$ cat src/rtl/core/dam_div.sv
module dam_div #(
   parameter int DW = 36,
   parameter int VW = 11,
   parameter int SW = 1
) (
   input  logic          clock,
   input  logic          reset,
   input  logic          advance,
   input  logic          in_valid,
   input  logic [DW-1:0] in_num,
   input  logic [VW-1:0] in_den,
   input  logic [SW-1:0] in_side,
   output logic          out_valid,
   output logic [DW-1:0] out_quo,
   output logic [VW-1:0] out_rem,
   output logic [SW-1:0] out_side
);

   logic [DW-1:0] valid_ff, valid_in;
   logic [DW-1:0] num_ff  [DW];
   logic [DW-1:0] num_in  [DW];
   logic [VW-1:0] rem_ff  [DW];
   logic [VW-1:0] rem_in  [DW];
   logic [VW-1:0] den_ff  [DW];
   logic [VW-1:0] den_in  [DW];
   logic [SW-1:0] side_ff [DW];
   logic [SW-1:0] side_in [DW];

   always_comb begin
      logic          pv;
      logic [DW-1:0] pn;
      logic [VW-1:0] pr;
      logic [VW-1:0] pd;
      logic [SW-1:0] ps;
      logic [VW:0]   trial;
      for (int k = 0; k < DW; k++) begin
         if (k == 0) begin
            pv = in_valid;
            pn = in_num;
            pr = '0;
            pd = in_den;
            ps = in_side;
         end else begin
            pv = valid_ff[k-1];
            pn = num_ff[k-1];
            pr = rem_ff[k-1];
            pd = den_ff[k-1];
            ps = side_ff[k-1];
         end
         trial = {pr, pn[DW-1]};
         if (trial >= {1'b0, pd}) begin
            rem_in[k] = VW'(trial - {1'b0, pd});
            num_in[k] = {pn[DW-2:0], 1'b1};
         end else begin
            rem_in[k] = trial[VW-1:0];
            num_in[k] = {pn[DW-2:0], 1'b0};
         end
         valid_in[k] = pv;
         den_in[k]   = pd;
         side_in[k]  = ps;
      end
   end

   always_ff @(posedge clock) begin
      if (reset) begin
         valid_ff <= '0;
      end else if (advance) begin
         valid_ff <= valid_in;
      end
   end

   always_ff @(posedge clock) begin
      if (advance) begin
         for (int k = 0; k < DW; k++) begin
            num_ff[k]  <= num_in[k];
            rem_ff[k]  <= rem_in[k];
            den_ff[k]  <= den_in[k];
            side_ff[k] <= side_in[k];
         end
      end
   end

   assign out_valid = valid_ff[DW-1];
   assign out_quo   = num_ff[DW-1];
   assign out_rem   = rem_ff[DW-1];
   assign out_side  = side_ff[DW-1];

endmodule
$ cat config.mk
export PLATFORM = sky130hd
export DESIGN_NAME = dam_div
export DESIGN_NICKNAME = d
export VERILOG_FILES = /design/src/rtl/core/dam_div.sv
export SDC_FILE = /design/constraint.sdc
export NUM_CORES = 2
export LEC_CHECK = 0
export ABC_CLOCK_PERIOD_IN_PS = 3900
export BUFFER_PORTS_ARGS = -buffer_cell sky130_fd_sc_hd__buf_2
export CORE_ASPECT_RATIO = 0.7
export CORE_UTILIZATION = 55
export CTS_CLUSTER_SIZE = 30
export DETAILED_ROUTE_END_ITERATION = 8
export PLACE_DENSITY = 0.73
export SYNTH_ARGS = -nofsm -noshare
export SYNTH_HDL_FRONTEND = slang
export SYNTH_SLANG_ARGS = --single-unit
$ cat constraint.sdc
create_clock -name clock -period 3.9 [get_ports clock]
set_clock_uncertainty 0.2 [all_clocks]
set_input_delay 0.39 -clock clock [delete_from_list [all_inputs] [get_ports clock]]
set_output_delay 0.39 -clock clock [all_outputs]
set_load 0.02 [all_outputs]
==> flow_summary.yaml <==
worst_setup_path:
  cp_num_buf_inv: 0
  r2r_setup_slack_ns: 0.40
  startpoint_type: "flop"
  arrival_time_of_the_worst_setup_path_ns: 3.85
  crit_path_end_kind: "flop"
  critical_path.max_fanout: 12
  largest_stage_delay_on_the_critical_path_ns: 0.50
  setup.worst_path.class: "flop to flop"
  timing.critical_path.slowest_stage_cell: "sky130_fd_sc_hd__mux2_1"
  worst-endpoint-required_ns: 4.25
  cp_top_family: "compound AO/OA/AOI/OAI gates"
  critical_path.cell_chain: "ha_1 > fa_1 > nand2b_1 > a21oi_2 > a41oi_1 > o21bai_1 > a41oi_2 > mux2_1"
logic_synthesis:
  ys_dominant_reg_cell: "sky130_fd_sc_hd__edfxtp_1"
  synth.distinct_cells: 63
  post-synth-top-area-fraction: 0.704
  ys.warnings.count: 0
  post_synth_main_area_contributors: "sky130_fd_sc_hd__edfxtp_1 70%, sky130_fd_sc_hd__ha_1 5.4%, sky130_fd_sc_hd__mux2_1 2.3%"
  synth-seq-area-share: 0.712
  synthCells: 5546
  post_synthesis_net_count: 6020
  share_of_synthesized_registers_carrying_an_async_set_or_reset: 0
  largest_area_contributor_in_the_synthesized_netlist: "sky130_fd_sc_hd__edfxtp_1"
  synth-seq-cells: 2149
  synth_edf_count: 2113
  netlist_area_mm2: 0.0902
  average_cell_area_after_synthesis_um2: 16.3
die:
  fp.coreArea_mm2: 0.162
  floorplan.io_pins: 101
  die_area_mm2: 0.166
  die_w_um: 486
  die_y_um: 341
  start_util: 0.558
  placement_rows: 123
power_and_ir_drop:
  power.density_mw_per_mm2: 726
  total_power_mw: 72.9
  share_comb_of_total_power: 0.302
  leakage_nw: 37.2
  p_sw_frac: 0.293
  p_seq_frac: 0.435
  p_switching_mw: 21.4
  max-vdd-ir-drop_mv: 0.446
  relative_contribution_of_the_clock_network_to_total_power: 0.262
  p_int_mw: 51.5
routing:
  route.vias.total: 44200
  drt-initial-drc-count: 3157
  routed_wire_length_per_instance_um: 17.2
  vias_per_cell: 5.39
  ant_nets: 0
  first_pass_iters: 5
  detailed_route_drc_error_count: 0
  detail_route.wirelength_um: 142000
timing:
  unrepaired_setup_endpoints_after_global_routing: "no"
  fmaxAchievable_mhz: 286
  final.min_clock_period_ns: 3.50
  drv_slew: 0
  timing.final.hold_violations: 0
  tightestPinTransition_ns: 1.10
  maxSlewHeadroom: 0.266
  setup_slack_ns: 0.404
  setup_total_negative_slack_ns: 0
  setup_violations: 0
  final_period_utilization: 0.897
  hold-worst-slack_ns: 0.0813
final_layout:
  finalNetCount: 6332
  flow.area_growth_from_synthesis_pct: 11.4
  drive_above_1_share: 0.123
clocking:
  cts.root.buffer_cell: "sky130_fd_sc_hd__clkbuf_16"
  htreeDepth: 4
  clock_tree_from_tritoncts: "yes"
  clock-sinks: 2149
  post-cts-setup-buffers: 0
  cts_inserted_buffers: 192
  clock_pin_slew_on_the_worst_setup_and_hold_paths_ns: 0.06
  ctsLongestPathBuffers: 3
  clkLatencyLatePin_ns: 0.82
min_path:
  hold_path_class: "input port to flop"
global_routing:
  grt_overflow: 0
  groute.usage.overall: 0.172
  grt_first_pass_wirelength_um: 230000
  antenna_violations_before_repair: 1
  grt_pass1_vias: 43800
  grt_max_degree: 109
outcome:
  status: "finished, final reports clean"
placed_design:
  finalWeightedCongestion: 0.846
  pre_cts_setup_slack_ns: 0.540
  count_of_buffers_inserted_at_the_top_level_ports: 100
  place_hpwl_um: 91200
job:
  max-cap-violations: 0
flip-flops by register name (all words and copies together) (netlist names):
signal,flops
den_ff,385
num_ff,1296
rem_ff,396
side_ff,36
valid_ff,36
cells in the mapped netlist, drive strengths merged, types with 5 or more instances:
master	number
o211ai	21
xnor2	172
o31ai	30
and2	5
a2111oi	31
a311oi	11
and4b	17
o21ai	164
o21bai	90
dfxtp	36
mux2	345
a311o	17
a31o	17
nor2b	88
xor2	58
o22ai	31
buf	85
fa	35
nor3	10
o21a	131
edfxtp	2113
and3	14
o31a	18
ha	387
o211a	17
inv	520
nand2b	89
o41a	5
a41oi	48
a211oi	37
clkbuf	25
nand4	32
nand2	77
nor4	16
mux2i	108
nor4b	5
a21oi	286
nor2	284
a21o	39
nand4b	9
area by class of cell:
class / count / area (um2)
Fill cell: 11500 / 61300
Tap cell: 2187 / 2740
Sequential cell: 2149 / 64200
Clock inverter: 122 / 1330
Inverter: 520 / 1950
Timing Repair Buffer: 228 / 1860
Antenna cell: 2 / 5.00
Multi-Input combinational cell: 2767 / 23300
Clock buffer: 233 / 5080
power groups by stage:
stage / clock network [mW] / logic [mW] / registers (mW)
floorplan: 0 / 17.6 / 31.4
global placement: 0 / 20.9 / 32.2
global route: 20.6 / 24.3 / 32.1
CTS: 19.8 / 21.9 / 31.8
finish: 19.1 / 22.0 / 31.7
detailed placement: 0 / 21.6 / 32.2
layout by cell type (no fill, tap or decap), types with 21 or more instances in the layout:
cell type                       instances
sky130_fd_sc_hd__mux2_1               181
sky130_fd_sc_hd__clkinv_1              35
sky130_fd_sc_hd__o21ai_0              161
sky130_fd_sc_hd__xor2_1                58
sky130_fd_sc_hd__o21bai_1              80
sky130_fd_sc_hd__mux2_4                29
sky130_fd_sc_hd__inv_1                520
sky130_fd_sc_hd__xnor2_1              172
sky130_fd_sc_hd__buf_4                 55
sky130_fd_sc_hd__buf_12                21
sky130_fd_sc_hd__nor2_1               284
sky130_fd_sc_hd__mux2_2               135
sky130_fd_sc_hd__a21oi_2               40
sky130_fd_sc_hd__o211ai_1              21
sky130_fd_sc_hd__ha_1                 387
sky130_fd_sc_hd__nand2b_1              89
sky130_fd_sc_hd__a211oi_1              37
sky130_fd_sc_hd__dlygate4sd3_1         53
sky130_fd_sc_hd__fa_1                  35
sky130_fd_sc_hd__o22ai_1               31
sky130_fd_sc_hd__clkinv_2              25
sky130_fd_sc_hd__nor2b_1               86
sky130_fd_sc_hd__edfxtp_1            2113
sky130_fd_sc_hd__buf_2                 99
sky130_fd_sc_hd__nand2_1               77
sky130_fd_sc_hd__o21a_1               131
sky130_fd_sc_hd__a41oi_2               26
sky130_fd_sc_hd__nand4_1               32
sky130_fd_sc_hd__a21oi_1              246
sky130_fd_sc_hd__clkbuf_1              34
sky130_fd_sc_hd__clkbuf_16            197
sky130_fd_sc_hd__bufinv_16             23
sky130_fd_sc_hd__mux2i_1              108
sky130_fd_sc_hd__dfxtp_1               36
sky130_fd_sc_hd__a41oi_1               22
sky130_fd_sc_hd__a21o_1                39
sky130_fd_sc_hd__o31ai_1               30
metrics by stage:
stage,instances,util,instance area (um2)
6_report,8208,0.621,100000
5_1_grt,8207,0.621,100000
4_1_cts,8206,0.621,100000
3_5_place_dp,7798,0.578,93500
3_3_place_gp,7798,0.578,93500
2_1_floorplan,5546,-,90200
path summary, 6_finish.rpt:
path / endpoint / cells after the start / from
worst max-delay path: rem_ff[2][25]$_DFFE_PP_ / 8 / den_ff[9][0]$_DFFE_PP_
worst min-delay path: side_ff[0][0]$_DFFE_PP_ / 2 / in_side
worst max register to register: rem_ff[2][25]$_DFFE_PP_ / 8 / den_ff[9][0]$_DFFE_PP_
worst min register to register: num_ff[4][118]$_DFFE_PP_ / 0 / num_ff[4][81]$_DFFE_PP_
metal layers:
| layer | GRT usage | share of wire | vias to the layer above |
|---|---|---|---|
| met4 | 0.0437 | 0.017 | 0 |
| met5 | 0 | 0 | - |
| met2 | 0.258 | 0.44 | 780 |
| met3 | 0.0344 | 0.043 | 213 |
| li1 | - | - | 21700 |
| met1 | 0.259 | 0.50 | 21600 |
kinds of logic (layout without fill, tap and decap cells):
group           Yosys count  count (layout)  share of synthesized area
other cells               0               2                          0
buf+inv                 630            1103                     0.0303
xor+xnor                230             230                     0.0223
mux                     453             453                     0.0563
simple gates            653             653                     0.0367
compound gates         1009            1009                     0.0814
flops                  2149            2149                      0.712
fa+ha+maj               422             422                     0.0615
what timing repair did:
action / in CTS / in global routing
hold buffers: 53 / 0
setup endpoints to repair: 0 / 0
endpoints found under the hold margin: 140 / 0
gates resized for setup: 0 / 0
Power figures use the tool's default switching activity.
